[config.mk]
export PLATFORM = sky130hd
export DESIGN_NAME = three_button_debounce_event_unit_core
export DESIGN_NICKNAME = d
export VERILOG_FILES = /design/src/hdl/tbdeu_pkg.sv /design/src/hdl/three_button_debounce_event_unit_core.sv
export SDC_FILE = /design/constraint.sdc
export NUM_CORES = 1
export LEC_CHECK = 0
export ABC_CLOCK_PERIOD_IN_PS = 4800
export BUFFER_PORTS_ARGS = -buffer_cell sky130_fd_sc_hd__clkbuf_2
export CAP_MARGIN = 20
export CELL_PAD_IN_SITES_DETAIL_PLACEMENT = 2
export CELL_PAD_IN_SITES_GLOBAL_PLACEMENT = 2
export CORE_UTILIZATION = 38
export CTS_CLUSTER_DIAMETER = 120
export DETAILED_ROUTE_END_ITERATION = 8
export GPL_TIMING_DRIVEN = 0
export PLACE_DENSITY_LB_ADDON = 0.1
export SLEW_MARGIN = 20
export SYNTH_ARGS = -nofsm -noshare
export SYNTH_HDL_FRONTEND = slang
export SYNTH_SLANG_ARGS = --single-unit
[constraint.sdc]
create_clock -name i_clk -period 4.8 [get_ports i_clk]
set_input_delay 0.24 -clock i_clk [delete_from_list [all_inputs] [get_ports i_clk]]
set_output_delay 0.24 -clock i_clk [all_outputs]
set_load 0.005 [all_outputs]
[src/hdl/tbdeu_pkg.sv]
// ----------------------------------------------------------------------------
// tbdeu_pkg
// Shared types and constants for the three-button debounce and event unit.
// ----------------------------------------------------------------------------
`default_nettype none

package tbdeu_pkg;

    localparam int CNT_W   = 8;
    localparam int EVENT_W = 10;
    localparam int CFG_IDX_W  = 3;
    localparam int CFG_DATA_W = 8;

    // counter slots: any, up, down, select
    localparam int NUM_CNT = 4;

    localparam logic [CNT_W-1:0] RESET_RELEASE    = 8'd255;
    localparam logic [CNT_W-1:0] DEBOUNCE_RESET   = 8'd5;
    localparam logic [CNT_W-1:0] LONG_PRESS_RESET = 8'd200;
    localparam logic [CNT_W-1:0] LIMIT_RESET      = 8'd255;
    localparam logic             CLICK_EN_RESET   = 1'b1;

    typedef enum logic [1:0] {
        OP_TICK       = 2'd0,
        OP_CLR_EVENTS = 2'd1,
        OP_CLR_ALL    = 2'd2,
        OP_ARM_IGNORE = 2'd3
    } t_opcode;

    typedef enum logic [CFG_IDX_W-1:0] {
        CFG_DEBOUNCE   = 3'd0,
        CFG_LONG_PRESS = 3'd1,
        CFG_LIMIT      = 3'd2,
        CFG_CLICK_EN   = 3'd3
    } t_cfg_idx;

    // event flag bit positions
    localparam int EV_ANY_P = 0;
    localparam int EV_ANY_R = 1;
    localparam int EV_ANY_L = 2;
    localparam int EV_UP_P  = 3;
    localparam int EV_UP_R  = 4;
    localparam int EV_DN_P  = 5;
    localparam int EV_DN_R  = 6;
    localparam int EV_SEL_P = 7;
    localparam int EV_SEL_R = 8;
    localparam int EV_SEL_L = 9;

endpackage

`default_nettype wire

[src/hdl/three_button_debounce_event_unit_core.sv]
// ----------------------------------------------------------------------------
// three_button_debounce_event_unit_core
// Debounces up, down and select, keeps saturating pressed/released counters
// and raises sticky press, release and long-press events.
// ----------------------------------------------------------------------------
//  channel   direction  handshake                 payload
//  in        in         i_in_valid / o_in_ready   opcode, up/down/select level
//  out       out        o_out_valid / i_out_ready event flags, any event,
//                                                 click, ignore pending
//  cfg       in         i_cfg_valid / o_cfg_ready register index, data
//
//  One word per cycle sustained while the output is not stalled: an accepted
//  word sits in the input register, then one pass of compare-and-count logic
//  updates the state and loads the result register.
//  A stalled output holds the result register and, behind it, the input
//  register; a new word is still taken whenever the input register drains.
//  Reset is synchronous; it restores all counters, flags, valids and config.
// ----------------------------------------------------------------------------
`default_nettype none

module three_button_debounce_event_unit_core
    import tbdeu_pkg::*;
(
    input  wire logic                  i_clk,
    input  wire logic                  i_rst_n,

    input  wire logic                  i_in_valid,
    output logic                       o_in_ready,
    input  wire logic [1:0]            i_opcode,
    input  wire logic                  i_up_level,
    input  wire logic                  i_down_level,
    input  wire logic                  i_select_level,

    output logic                       o_out_valid,
    input  wire logic                  i_out_ready,
    output logic [EVENT_W-1:0]         o_event_flags,
    output logic                       o_any_event,
    output logic                       o_key_click,
    output logic                       o_ignore_pending,

    input  wire logic                  i_cfg_valid,
    output logic                       o_cfg_ready,
    input  wire logic [CFG_IDX_W-1:0]  i_cfg_index,
    input  wire logic [CFG_DATA_W-1:0] i_cfg_data
);

    // configuration
    logic [CNT_W-1:0] r_debounce;
    logic [CNT_W-1:0] r_long_press;
    logic [CNT_W-1:0] r_limit;
    logic             r_click_en;

    // input register
    logic             r_in_valid;
    t_opcode          r_op;
    logic [NUM_CNT-1:0] r_levels;

    // result register
    logic               r_out_valid;
    logic [EVENT_W-1:0] r_out_flags;
    logic               r_out_any;
    logic               r_out_click;
    logic               r_out_ignore;

    // state
    logic [CNT_W-1:0]   r_press [NUM_CNT];
    logic [CNT_W-1:0]   r_rel   [NUM_CNT];
    logic [EVENT_W-1:0] r_events;
    logic               r_any_flag;
    logic               r_ign_release;
    logic               r_ign_next;

    logic [CNT_W-1:0]   n_press [NUM_CNT];
    logic [CNT_W-1:0]   n_rel   [NUM_CNT];
    logic [EVENT_W-1:0] n_events;
    logic               n_any_flag;
    logic               n_ign_release;
    logic               n_ign_next;
    logic               n_click;

    // counter values after one tick of counting
    logic [CNT_W-1:0]   c_press [NUM_CNT];
    logic [CNT_W-1:0]   c_rel   [NUM_CNT];
    logic [EVENT_W-1:0] hits;
    logic               advance;
    logic               blocked;

    assign advance     = r_in_valid && (!r_out_valid || i_out_ready);
    assign o_in_ready  = !r_in_valid || advance;
    assign o_cfg_ready = 1'b1;

    always_comb begin
        for (int g = 0; g < NUM_CNT; g++) begin
            c_press[g] = r_press[g];
            c_rel[g]   = r_rel[g];
            if (r_levels[g] && (r_press[g] < r_limit)) begin
                c_press[g] = r_press[g] + 1'b1;
                c_rel[g]   = '0;
            end else if (!r_levels[g] && (r_rel[g] < r_limit)) begin
                c_rel[g]   = r_rel[g] + 1'b1;
                c_press[g] = '0;
            end
        end
    end

    always_comb begin
        hits           = '0;
        hits[EV_ANY_P] = (c_press[0] == r_debounce);
        hits[EV_ANY_R] = (c_rel[0]   == r_debounce);
        hits[EV_ANY_L] = (c_press[0] == r_long_press);
        hits[EV_UP_P]  = (c_press[1] == r_debounce);
        hits[EV_UP_R]  = (c_rel[1]   == r_debounce);
        hits[EV_DN_P]  = (c_press[2] == r_debounce);
        hits[EV_DN_R]  = (c_rel[2]   == r_debounce);
        hits[EV_SEL_P] = (c_press[3] == r_debounce);
        hits[EV_SEL_R] = (c_rel[3]   == r_debounce);
        hits[EV_SEL_L] = (c_press[3] == r_long_press);
    end

    // a press while ignore-until-release is armed only bumps the any counter and marks the next event for flushing
    assign blocked = r_levels[0] && r_ign_release;

    always_comb begin
        n_press       = r_press;
        n_rel         = r_rel;
        n_events      = r_events;
        n_any_flag    = r_any_flag;
        n_ign_release = r_ign_release;
        n_ign_next    = r_ign_next;
        n_click       = 1'b0;
        case (r_op)
            OP_TICK: begin
                n_press[0] = c_press[0];
                n_rel[0]   = c_rel[0];
                if (blocked) begin
                    n_ign_next = 1'b1;
                end else begin
                    n_ign_release = 1'b0;
                    n_press       = c_press;
                    n_rel         = c_rel;
                    n_events      = r_events | hits;
                    n_any_flag    = r_any_flag | (|hits);
                    n_click       = hits[EV_ANY_P] && r_click_en;
                    // flush the event that follows an ignored press
                    if (n_any_flag && r_ign_next) begin
                        n_events   = '0;
                        n_any_flag = 1'b0;
                        n_ign_next = 1'b0;
                    end
                end
            end
            OP_CLR_EVENTS: begin
                n_events   = '0;
                n_any_flag = 1'b0;
                n_ign_next = 1'b0;
            end
            OP_CLR_ALL: begin
                for (int i = 1; i < NUM_CNT; i++) begin
                    n_press[i] = '0;
                end
                for (int i = 0; i < NUM_CNT; i++) begin
                    n_rel[i] = RESET_RELEASE;
                end
                n_ign_release = 1'b0;
                n_events      = '0;
                n_any_flag    = 1'b0;
                n_ign_next    = 1'b0;
            end
            OP_ARM_IGNORE: begin
                n_ign_release = 1'b1;
            end
            default: begin
                n_ign_next = r_ign_next;
            end
        endcase
    end

    always_ff @(posedge i_clk) begin
        if (!i_rst_n) begin
            r_debounce   <= DEBOUNCE_RESET;
            r_long_press <= LONG_PRESS_RESET;
            r_limit      <= LIMIT_RESET;
            r_click_en   <= CLICK_EN_RESET;
        end else if (i_cfg_valid) begin
            case (t_cfg_idx'(i_cfg_index))
                CFG_DEBOUNCE:   r_debounce   <= i_cfg_data;
                CFG_LONG_PRESS: r_long_press <= i_cfg_data;
                CFG_LIMIT:      r_limit      <= i_cfg_data;
                CFG_CLICK_EN:   r_click_en   <= i_cfg_data[0];
                default: begin
                    r_click_en <= r_click_en;
                end
            endcase
        end
    end

    always_ff @(posedge i_clk) begin
        if (!i_rst_n) begin
            r_in_valid    <= 1'b0;
            r_out_valid   <= 1'b0;
            r_events      <= '0;
            r_any_flag    <= 1'b0;
            r_ign_release <= 1'b0;
            r_ign_next    <= 1'b0;
            for (int i = 0; i < NUM_CNT; i++) begin
                r_press[i] <= '0;
                r_rel[i]   <= RESET_RELEASE;
            end
        end else begin
            if (o_in_ready) begin
                r_in_valid <= i_in_valid;
            end
            if (advance) begin
                r_out_valid   <= 1'b1;
                r_press       <= n_press;
                r_rel         <= n_rel;
                r_events      <= n_events;
                r_any_flag    <= n_any_flag;
                r_ign_release <= n_ign_release;
                r_ign_next    <= n_ign_next;
            end else if (i_out_ready) begin
                r_out_valid <= 1'b0;
            end
        end
    end

    // payload registers
    always_ff @(posedge i_clk) begin
        if (i_in_valid && o_in_ready) begin
            r_op     <= t_opcode'(i_opcode);
            r_levels <= {i_select_level, i_down_level, i_up_level,
                         i_up_level | i_down_level | i_select_level};
        end
        if (advance) begin
            r_out_flags  <= n_events;
            r_out_any    <= n_any_flag;
            r_out_click  <= n_click;
            r_out_ignore <= n_ign_release | n_ign_next;
        end
    end

    assign o_out_valid      = r_out_valid;
    assign o_event_flags    = r_out_flags;
    assign o_any_event      = r_out_any;
    assign o_key_click      = r_out_click;
    assign o_ignore_pending = r_out_ignore;

endmodule

`default_nettype wire

==> reports/qor.csv, run 1 <==
stage;metric;value;unit
run_status;status;finished, violations left;
run_status;violations;setup timing;
detailed_routing;drt_iter0_drc;1058;
clocking;cts_root_buf;clkbuf_16;
placement;placed_area;11100;um^2
detailed_routing;drc;0;
sta;timing.fmax;206;MHz
global_routing;met1_usage;0.482;
floorplan;rows;60;
pwr;ir_drop;0.229;mV
floorplan;core_area;27000;um^2
sta;tns;-0.167;ns
floorplan;die_area;28100;um^2
detailed_routing;vias;12600;
sta;holdWs;0.0401;ns
pwr;cellPowerDensity;268;nW/um^2
clocking;cts_sinks;123;
floorplan;die_x;168;um
detailed_routing;drtAntennaViolNets;0;
sta;fin_ws;-0.0554;ns
critical_path;worstPathArrival;5.05;ns
critical_path;r2r-start;r_limit[4];
detailed_routing;drt_first_pass_iters;5;
pwr;cellLeakagePower;4.50;nW
clocking;clk_transition_reported_paths;0.07;ns
critical_path;crit_path_max_fanout;9;
placement;place_congestion;0.938;
global_routing;grt_max_degree;20;
critical_path;cp-start-kind;register;
layout;fin_area;12200;um^2
synthesis;yosysSeqAreaShare;0.254;
synthesis;synthArstFlopShare;0;
critical_path;r2r-end;o_event_flags[1];
hold_path;hold_end;r_in_valid;
layout;nNetsFinal;1576;
hold_path;hold_path.class;input pin to register;
floorplan;die_y;168;um
global_routing;antenna_found_initial;1;
synthesis;ys.flop_type;dfxtp_1;
detailed_routing;via_per_inst;6.83;
critical_path;required;5.00;ns
hold_path;min_from;i_in_valid;
placement;port_buffers;34;
global_routing;grt_pass1_wl;83600;um
sta;fin_skew;0.0100;ns
critical_path;critPathCaptureType;register;
layout;final_core_util;0.453;
layout;syn2layout_area_growth;17.0;%
sta;slew_headroom;0.183;
global_routing;grt_overflow;0;
placement;dp_hpwl;37600;um
critical_path;r2r_setup_slack;-0.06;ns
clocking;cts_tree;yes;
synthesis;synthCells;1401;
global_routing;grt_pass1_vias;13300;
critical_path;crit_family;compound AO/OA/AOI/OAI gates;
synthesis;yosysWarnings;0;
sta;tightest_slew;1.23;ns
synthesis;synth.net_count;1486;
clocking;cts-buffers-inserted;17;
placement;dp_slack;-0.794;ns
synthesis;synth_edf_count;19;
sta;timing.final.crit_share;1.01;
critical_path;cpPeakStageDelay;0.57;ns
synthesis;ys_types;87;
global_routing;grt_util_met3;0.0818;
detailed_routing;wl_per_cell;30.2;um
clocking;cts_max_path_buffers;2;
sta;final-setup-viol-count;9;
synthesis;synth_seq_cells;123;
clocking;htree_num_levels;4;
layout;antenna_cells;0;
detailed_routing;wirelength;55700;um
layout;drive_above_1_share;0.114;
synthesis;postSynthAreaPerCell;7.44;um^2
critical_path;critPathBufInv;2;
floorplan;io_pins;37;
critical_path;ff2ff_path_depth;15;
critical_path;path_class;register to register;
critical_path;crit_chain;clkinvlp_4 -> buf_4 -> ha_1 -> a211oi_2 -> nor2_1 -> a311oi_4 -> nand2_1 -> xor2_1 -> mux2_2 -> or4_4 -> o31a_1 -> nand4_1 -> o211ai_1 -> a21bo_2 -> o2bb2ai_1;
global_routing;met2_usage;0.656;
sta;min_period;4.86;ns
floorplan;start_util;0.387;
critical_path;cpMaxStageDelayCell;or4_4;
global_routing;track_usage;0.397;
clocking;clk_latency;0.46;ns
hold_path;min_path_cells;3;
sta;finalHoldViolations;0;
global_routing;top_usage_layer;met2;
sta;slew_violations;0;
flow_run;drv_cap;0;
synthesis;synth_area;10400;um^2
## cell families after synthesis
kind of cell / count (synthesis) / share of synthesized area
muxes: 9 / 0.00888
other: 1 / 0.000360
adders and majority gates: 64 / 0.0768
DFF: 123 / 0.254
and+or+nand+nor: 544 / 0.258
buffers and inverters: 135 / 0.0502
AOI/OAI and AO/OA: 467 / 0.302
xor gates and xnor gates: 58 / 0.0487
## worst min-delay path, stage by stage
cell      delay (ns)
clkbuf_2        0.09
a21oi_1         0.04
nor2b_1         0.09
## power by group
group / total [W] / internal [W] / switching [W]
Clock: 0.00141 / 0.000785 / 0.000625
Sequential: 0.00110 / 0.00107 / 0.0000319
Combinational: 0.000759 / 0.000251 / 0.000508
Total: 0.00327 / 0.00211 / 0.00116
## how the worst max path moves through the flow
stage | cells after the start | slack (ns) | end | startpoint
after CTS | 15 | 0.0002 | o_event_flags[1] | r_limit[2]
after floorplan | 16 | 0.92 | o_event_flags[1] | r_limit[3]
final | 15 | -0.06 | o_event_flags[1] | r_limit[4]
after detailed placement | 16 | -0.79 | o_event_flags[1] | r_limit[3]
after global routing | 17 | -0.16 | o_event_flags[0] | r_limit[4]
after global placement | 16 | -0.73 | o_event_flags[1] | r_limit[3]
## metal layers
layer / vias up / share of wire
met5: - / 0
met1: 6395 / 0.41
met2: 577 / 0.47
met4: 0 / 0.054
met3: 191 / 0.072
li1: 5437 / -
## synth_stat cells (5+ instances only)
cell type	n	area, um^2
a22o_1	7	61.3
nand4_1	15	93.8
a311oi_1	5	43.8
a2111oi_0	6	52.6
edfxtp_1	19	571
ha_1	64	801
mux2i_1	7	70.1
a221oi_1	10	87.6
nor2b_1	21	131
o31a_1	5	43.8
o221ai_1	12	105
a31oi_1	22	138
a21o_1	7	52.6
inv_1	38	143
and2_1	20	125
a21oi_1	96	480
o21ai_0	91	455
nand2_1	192	721
a22oi_1	12	90.1
nor4_1	6	37.5
buf_1	6	22.5
o211ai_1	28	210
nand2b_1	21	131
or2_2	7	43.8
a21boi_0	21	158
dfxtp_1	104	2080
nor3_1	44	220
nor2_1	87	327
a211oi_1	17	128
and3_1	24	150
o2111ai_1	9	78.8
a32o_1	8	80.1
xnor2_1	44	385
or3_1	20	125
nand3_1	44	220
clkbuf_1	83	312
o21a_1	13	97.6
xor2_1	14	123
o22ai_1	39	244
or4_1	6	45.0
o31ai_1	6	45.0
o2bb2ai_1	11	96.3
and4_1	8	70.1
## sequential cells by signal, indices dropped and copies added, names as in the netlist, 4 cells and up
name           count
r_levels           4
r_events          10
r_rel             32
o_event_flags     10
r_press           32
r_long_press       8
r_debounce         8
r_limit            8
## area by class of cell
class	instances	area, um^2
multi-input combinational	1143	7420
clock buffer	17	425
tap	341	427
fill	3103	14800
timing repair buffer	73	529
buffer	93	384
sequential	123	2650
inverter	40	176
clock inverter	15	181
## what timing repair did
item,CTS,global route
pin swaps,4,4
setup buffers,28,5
endpoints found under the hold margin,5,0
hold buffers,5,0
gates resized for setup,35,25
setup endpoints to repair,24,24
## through the flow
stage               total power, W  std cells
floorplan                  0.00154       1401
global placement           0.00176       1776
detailed placement         0.00178       1777
CTS                        0.00320       1841
global route               0.00335       1845
finish                     0.00327       1845
## cells in the final DEF, fill, tap and decap left out, drive strengths merged, types with 7 or more instances in the layout
cell / netlist / final
nand4: 15 / 15
nand3: 44 / 44
and4: 8 / 8
a22oi: 12 / 12
xor2: 14 / 14
edfxtp: 19 / 19
nand2b: 21 / 21
a32o: 8 / 8
nor2: 87 / 87
o2bb2ai: 11 / 11
nor2b: 21 / 21
o2111ai: 9 / 9
a31oi: 22 / 22
a21oi: 97 / 97
a2111oi: 8 / 8
xnor2: 44 / 44
a21o: 7 / 7
ha: 64 / 64
a211oi: 17 / 17
o221ai: 12 / 12
or3: 20 / 20
or2: 8 / 8
and2: 22 / 22
clkinvlp: 0 / 9
nor3: 45 / 45
a22o: 7 / 7
a21boi: 21 / 21
a221oi: 10 / 10
clkbuf: 83 / 133
o21ai: 94 / 94
buf: 12 / 45
o211ai: 28 / 28
inv: 38 / 39
or4: 8 / 8
dfxtp: 104 / 104
and3: 24 / 24
o22ai: 39 / 39
mux2i: 7 / 7
nand2: 192 / 192
o21a: 13 / 13
Note: power is estimated with default switching activity, not from simulation.
==> run 2: changes to the inputs <==
- ABC_AREA: default -> 1
- CORE_UTILIZATION: 38 -> 35
==> run 2 against run 1 <==
Effect of this change: the flow now finishes without violations; wire length is 20% lower; cell count grew 7.7%; maximum frequency grew 22%; total power shrank 3.3%; area after synthesis is 5.9% lower; highest routed layer unchanged.
==> reports/qor.csv, run 2 <==
stage;metric;value;unit
run_status;status;completed;
clocking;htree_num_levels;4;
hold_path;min_from;i_select_level;
critical_path;r2r-start;r_limit[1];
layout;nFillCells;3433;
critical_path;path_class;register to register;
global_routing;grt_pass1_vias;11800;
critical_path;critPathCaptureType;register;
placement;dp_hpwl;31400;um
critical_path;required;5.00;ns
critical_path;critPathBufInv;2;
placement;place_congestion;0.817;
pwr;cellPowerDensity;286;nW/um^2
detailed_routing;drt_iter0_drc;682;
sta;holdWs;0.0116;ns
synthesis;yosys.area.top_type;nand2_1;
global_routing;met2_usage;0.540;
clocking;cts_root_buf;clkbuf_16;
global_routing;top_usage_layer;met2;
placement;placedCellCount;1952;
critical_path;cp-start-kind;register;
layout;biggestRegsByFlops;r_press x32, r_rel x32;
synthesis;postSynthAreaPerCell;6.35;um^2
critical_path;worstPathArrival;4.18;ns
global_routing;grt_pass1_wl;68200;um
pwr;p_int;0.00204;W
layout;mostFrequentLayoutCell;nand2_1;
layout;layout_common_cells;nand2_1 (557), nand3_1 (169), inv_1 (160);
floorplan;rows;60;
global_routing;antenna_found_initial;0;
pwr;netSwitchingFraction;0.357;
floorplan;die_y;169;um
global_routing;grt_max_degree;23;
synthesis;synth_area;9810;um^2
synthesis;synth_seq_cells;123;
pwr;power.switching;0.00113;W
clocking;cts-buffers-inserted;17;
layout;drive_above_1_share;0.0929;
synthesis;synthTopCellsByArea;nand2_1 (21%), dfxtp_1 (21%), nand3_1 (8.6%);
sta;fin_skew;0.0193;ns
layout;fin_cells;1987;
hold_path;hold_path.class;input pin to register;
detailed_routing;wl_per_cell;22.3;um
sta;rsz0062_at_grt;no;
detailed_routing;drc;0;
synthesis;ys.flop_type;dfxtp_1;
global_routing;grt_util_met3;0.0527;
floorplan;die_x;169;um
critical_path;cpPeakStageDelay;0.76;ns
pwr;comb_power_share;0.224;
pwr;ir_drop;0.217;mV
clocking;clk_transition_reported_paths;0.08;ns
clocking;post-cts-setup-buffers;0;
layout;nNetsFinal;1686;
synthesis;synth.net_count;1631;
critical_path;cpMaxStageDelayCell;inv_1;
floorplan;start_util;0.360;
synthesis;synthCells;1546;
synthesis;synthArstFlopShare;0;
detailed_routing;vias;11100;
placement;dp_slack;0.865;ns
synthesis;synth.top_cell.area_share;0.213;
synthesis;yosysSeqAreaShare;0.270;
global_routing;track_usage;0.319;
pwr;cellLeakagePower;5.63;nW
synthesis;yosysWarnings;0;
clocking;cts_max_path_buffers;2;
floorplan;die_area;28700;um^2
floorplan;core_area;27300;um^2
placement;port_buffers;34;
sta;slew_headroom;0.260;
sta;timing.final.crit_share;0.830;
layout;syn2layout_area_growth;12.6;%
sta;tns;0;ns
critical_path;crit_top_cell;nand2_1;
layout;final_core_util;0.405;
synthesis;post-synth-top-count-cell;nand2_1;
sta;min_period;3.98;ns
global_routing;grt_overflow;0;
detailed_routing;wirelength;44300;um
sta;tightest_slew;1.10;ns
synthesis;ys_top_cells_by_count;nand2_1 (557), nand3_1 (169), inv_1 (160);
critical_path;cp-startpoint;r_limit[1];
flow_run;drv_cap;0;
global_routing;met1_usage;0.400;
pwr;pwr-share-clk;0.420;
synthesis;synth_edf_count;19;
sta;slew_violations;0;
detailed_routing;drtAntennaViolNets;0;
sta;finalHoldViolations;0;
sta;timing.fmax;251;MHz
detailed_routing;drt_first_pass_iters;5;
sta;final-setup-viol-count;0;
clocking;cts_sinks;123;
pwr;power_frac_seq;0.355;
critical_path;crit_chain;inv_1 -> ha_1 -> nand2_1 -> nand2_1 -> nand2_1 -> nand2_1 -> nand2_1 -> nand3_4 -> inv_2 -> nand2_1 -> nand3_1 -> nand2_1 -> nor2_1 -> nand2_1 -> nor2_1 -> nor2_1 -> nand2_1 -> nor2_4 -> nand2_4 -> nand2_8 -> nand2_2 -> nand2_1;
clocking;clk_latency;0.45;ns
sta;fin_ws;0.818;ns
synthesis;ys_types;45;
clocking;cts_tree;yes;
detailed_routing;via_per_inst;5.57;
floorplan;io_pins;37;
critical_path;crit_family;simple AND/OR/NAND/NOR gates;
critical_path;crit_path_max_fanout;10;
==> run 2: cell types whose count changed in the layout (fill, tap and decap cells not counted), moves of 21 or more <==
| cell | change |
|---|---|
| nand4_1 | +42 |
| a21boi_0 | -21 |
| o21ai_0 | -29 |
| xnor2_1 | -38 |
| o22ai_1 | -31 |
| nand2b_1 | -21 |
| nand3_1 | +125 |
| nor3_1 | -30 |
| clkbuf_1 | -51 |
| nor2b_1 | -21 |
| inv_1 | +129 |
| nand2_1 | +365 |
| and3_1 | -24 |
==> run 2: logic make-up after synthesis <==
group | share of synthesized area
buf+inv | 0.105
other cells | 0.000382
simple gates | 0.415
compound gates | 0.104
fa+ha+maj | 0.0816
flops | 0.270
xor+xnor | 0.0240
==> run 2: what timing repair did <==
action                                 in CTS  in global routing
hold buffers                                2                  0
gates resized for setup                     0                  0
endpoints found under the hold margin       2                  0
==> run 2: metal layers <==
layer  up-vias  part of all wire
met5         -                 0
met4         0             0.036
met3        98             0.047
met2       249              0.48
met1      5537              0.44
li1       5187                 -
==> run 2: power by group through the flow <==
stage / combinational (W) / sequential [W] / clock, W
floorplan: 0.000479 / 0.00113 / 0
global placement: 0.000661 / 0.00114 / 0
detailed placement: 0.000695 / 0.00115 / 0
CTS: 0.000707 / 0.00112 / 0.00133
global route: 0.000786 / 0.00113 / 0.00136
finish: 0.000709 / 0.00112 / 0.00133
==> run 2: cell type report <==
type	count	area, um^2	share of cell area
antenna	1	2.50	0.000226
buffer	53	343	0.0310
clock buffer	20	479	0.0434
clock inverter	12	98.8	0.00895
inverter	181	687	0.0622
multi-input combinational	1189	6130	0.555
sequential	123	2650	0.240
tap	372	465	0.0421
timing repair buffer	36	190	0.0172
==> run 2: worst paths after layout <==
kind,cells past startpoint,endpoint,slack [ns]
setup / recovery,22,o_event_flags[2],0.82
hold / removal,1,r_levels[3],0.01
setup reg to reg,22,o_event_flags[2],0.82
hold reg to reg,2,r_click_en,0.49
==> run 2: stage by stage <==
stage	total power, W	instance area, um^2
floorplan	0.00161	9810
global placement	0.00180	10400
detailed placement	0.00184	10400
CTS	0.00316	11000
global route	0.00328	11000
finish	0.00316	11000
==> run 3: changes to the inputs <==
- ABC_AREA: 1 -> 0
- ABC_CLOCK_PERIOD_IN_PS: 4800 -> 3490
- CORE_UTILIZATION: 35 -> 34
- clock period: 4.8 -> 3.49 ns (I/O delays scaled with it)
==> run 3 against run 2 <==
Effect of this change: the flow now finishes with violations (setup timing); setup slack lost 1.8 ns; hold slack gained 0.010 ns; maximum frequency shrank 11%; sequential cell count is the same; final area grew 20%; clock power grew 39%; sequential share of layout area shrank 3.8 points; critical endpoint is now o_event_flags[8]; register-to-register slack lost 1.8 ns; sequential power grew 36%.
==> reports/qor.csv, run 3 (synthesized netlist as in run 1, its figures left out) <==
stage;metric;value;unit
detailed_routing;wirelength;58200;um
sta;min_period;4.46;ns
pwr;cellLeakagePower;4.89;nW
critical_path;worstPathArrival;4.65;ns
detailed_routing;wl_per_cell;30.2;um
sta;finalHoldViolations;0;
global_routing;grt_max_degree;17;
global_routing;track_usage;0.368;
run_status;status;finished, violations left;
sta;slew_violations;0;
detailed_routing;via_per_inst;6.53;
sta;fin_ws;-0.967;ns
layout;nNetsFinal;1613;
critical_path;crit_path_max_fanout;8;
hold_path;hold_path.class;input pin to register;
layout;layout_common_cells;nand2_1 (186), dfxtp_1 (92), a21oi_1 (89);
global_routing;grt_pass1_wl;84400;um
floorplan;core_area;29900;um^2
sta;tns;-19.91;ns
sta;holdWs;0.0218;ns
sta;final-setup-viol-count;24;
floorplan;die_area;31400;um^2
clocking;clk_latency;0.45;ns
critical_path;cp-start-kind;register;
clocking;cts_max_path_buffers;2;
sta;timing.fmax;224;MHz
detailed_routing;drt_iter0_drc;947;
clocking;cts_sinks;123;
layout;fin_area;13200;um^2
run_status;violations;setup timing;
global_routing;antenna_found_initial;1;
clocking;cts_tree;yes;
critical_path;cpPeakStageDelay;0.58;ns
detailed_routing;drc;0;
pwr;cellPowerDensity;345;nW/um^2
sta;slew_headroom;0.245;
clocking;clk_transition_reported_paths;0.06;ns
pwr;finalPower;0.00456;W
floorplan;die_x;177;um
pwr;ir_drop;0.358;mV
floorplan;die_y;177;um
clocking;cts_root_buf;clkbuf_16;
layout;drive_above_1_share;0.201;
placement;dp_slack;-1.82;ns
floorplan;start_util;0.349;
critical_path;cpMaxStageDelayCell;or4_4;
sta;rsz0062_at_grt;yes;
floorplan;io_pins;37;
detailed_routing;vias;12600;
sta;fin_skew;0.0115;ns
placement;port_buffers;34;
critical_path;required;3.68;ns
layout;biggestRegsByFlops;r_press x32, r_rel x32;
placement;placed_area;11200;um^2
global_routing;grt_overflow;0;
clocking;htree_num_levels;4;
critical_path;crit_chain;clkbuf_1 -> or2_2 -> a311oi_4 -> nand2_1 -> xor2_2 -> mux2_2 -> or4_4 -> o31a_1 -> nand4_1 -> o211ai_1 -> a21bo_2 -> clkbuf_8 -> o2bb2ai_4;
layout;syn2layout_area_growth;27.0;%
layout;mostFrequentLayoutCell;nand2_1;
detailed_routing;drt_first_pass_iters;5;
layout;nFillCells;3393;
sta;tightest_slew;1.13;ns
sta;timing.final.crit_share;1.28;
global_routing;grt_pass1_vias;13200;
critical_path;path_class;register to register;
layout;antenna_cells;0;
critical_path;critPathCaptureType;register;
flow_run;drv_cap;0;
placement;dp_hpwl;39100;um
floorplan;rows;63;
clocking;cts-buffers-inserted;17;
detailed_routing;drtAntennaViolNets;0;
placement;place_congestion;0.935;
==> run 3: path summary, 6_finish.rpt <==
check | startpoint | endpoint | slack, ns | cells after the start
max reg2reg | r_levels[0] | o_event_flags[8] | -0.97 | 13
min | i_cfg_data[0] | r_limit[0] | 0.02 | 3
max | r_levels[0] | o_event_flags[8] | -0.97 | 13
min reg2reg | r_events[7] | r_events[7] | 0.49 | 2
==> run 3: layout make-up <==
type	count	area [um^2]	share of cell area
buffer	89	467	0.0352
clock buffer	24	493	0.0372
timing repair buffer	113	835	0.0630
multi-input combinational	1144	8010	0.605
sequential	123	2670	0.202
tap	390	488	0.0369
inverter	40	186	0.0141
clock inverter	7	87.6	0.00662
==> run 3: what timing repair did <==
| action | in CTS | in global routing |
|---|---|---|
| gates cloned | 2 | 0 |
| buffers inserted | 50 | 20 |
| hold endpoints to repair | 10 | 0 |
| pin swaps | 39 | 35 |
| endpoints found under the setup margin | 60 | 30 |
| hold buffers | 8 | 0 |
| gates resized for setup | 145 | 54 |
==> run 3: metal layers <==
layer  vias to the layer above  GRT usage  routed length [um]
met3                       161     0.0700                3670
met1                      6438      0.444               24000
li1                       5512          -                   -
met2                       494      0.602               27500
met5                         -          0                   0
met4                         0      0.221                3040
==> run 3: power breakdown <==
part           switching, W  internal, W  total, W
combinational      0.000749     0.000436   0.00118
clock              0.000731      0.00112   0.00185
sequential        0.0000505      0.00147   0.00152
total               0.00153      0.00303   0.00456
==> run 3: stage by stage <==
stage / util / std cells
3_5_place_dp: 0.376 / 1825
3_3_place_gp: 0.375 / 1825
5_1_grt: 0.443 / 1930
2_1_floorplan: - / 1401
4_1_cts: 0.430 / 1910
6_report: 0.443 / 1930
==> run 3: worst max-delay path, delay by kind of cell (launching register included) <==
family,cells,cell delay (ns)
AOI/OAI and AO/OA,5,1.22
xor gates and xnor gates,1,0.23
buffers and inverters,2,0.51
DFF,1,0.46
muxes,1,0.39
and+or+nand+nor,4,1.38
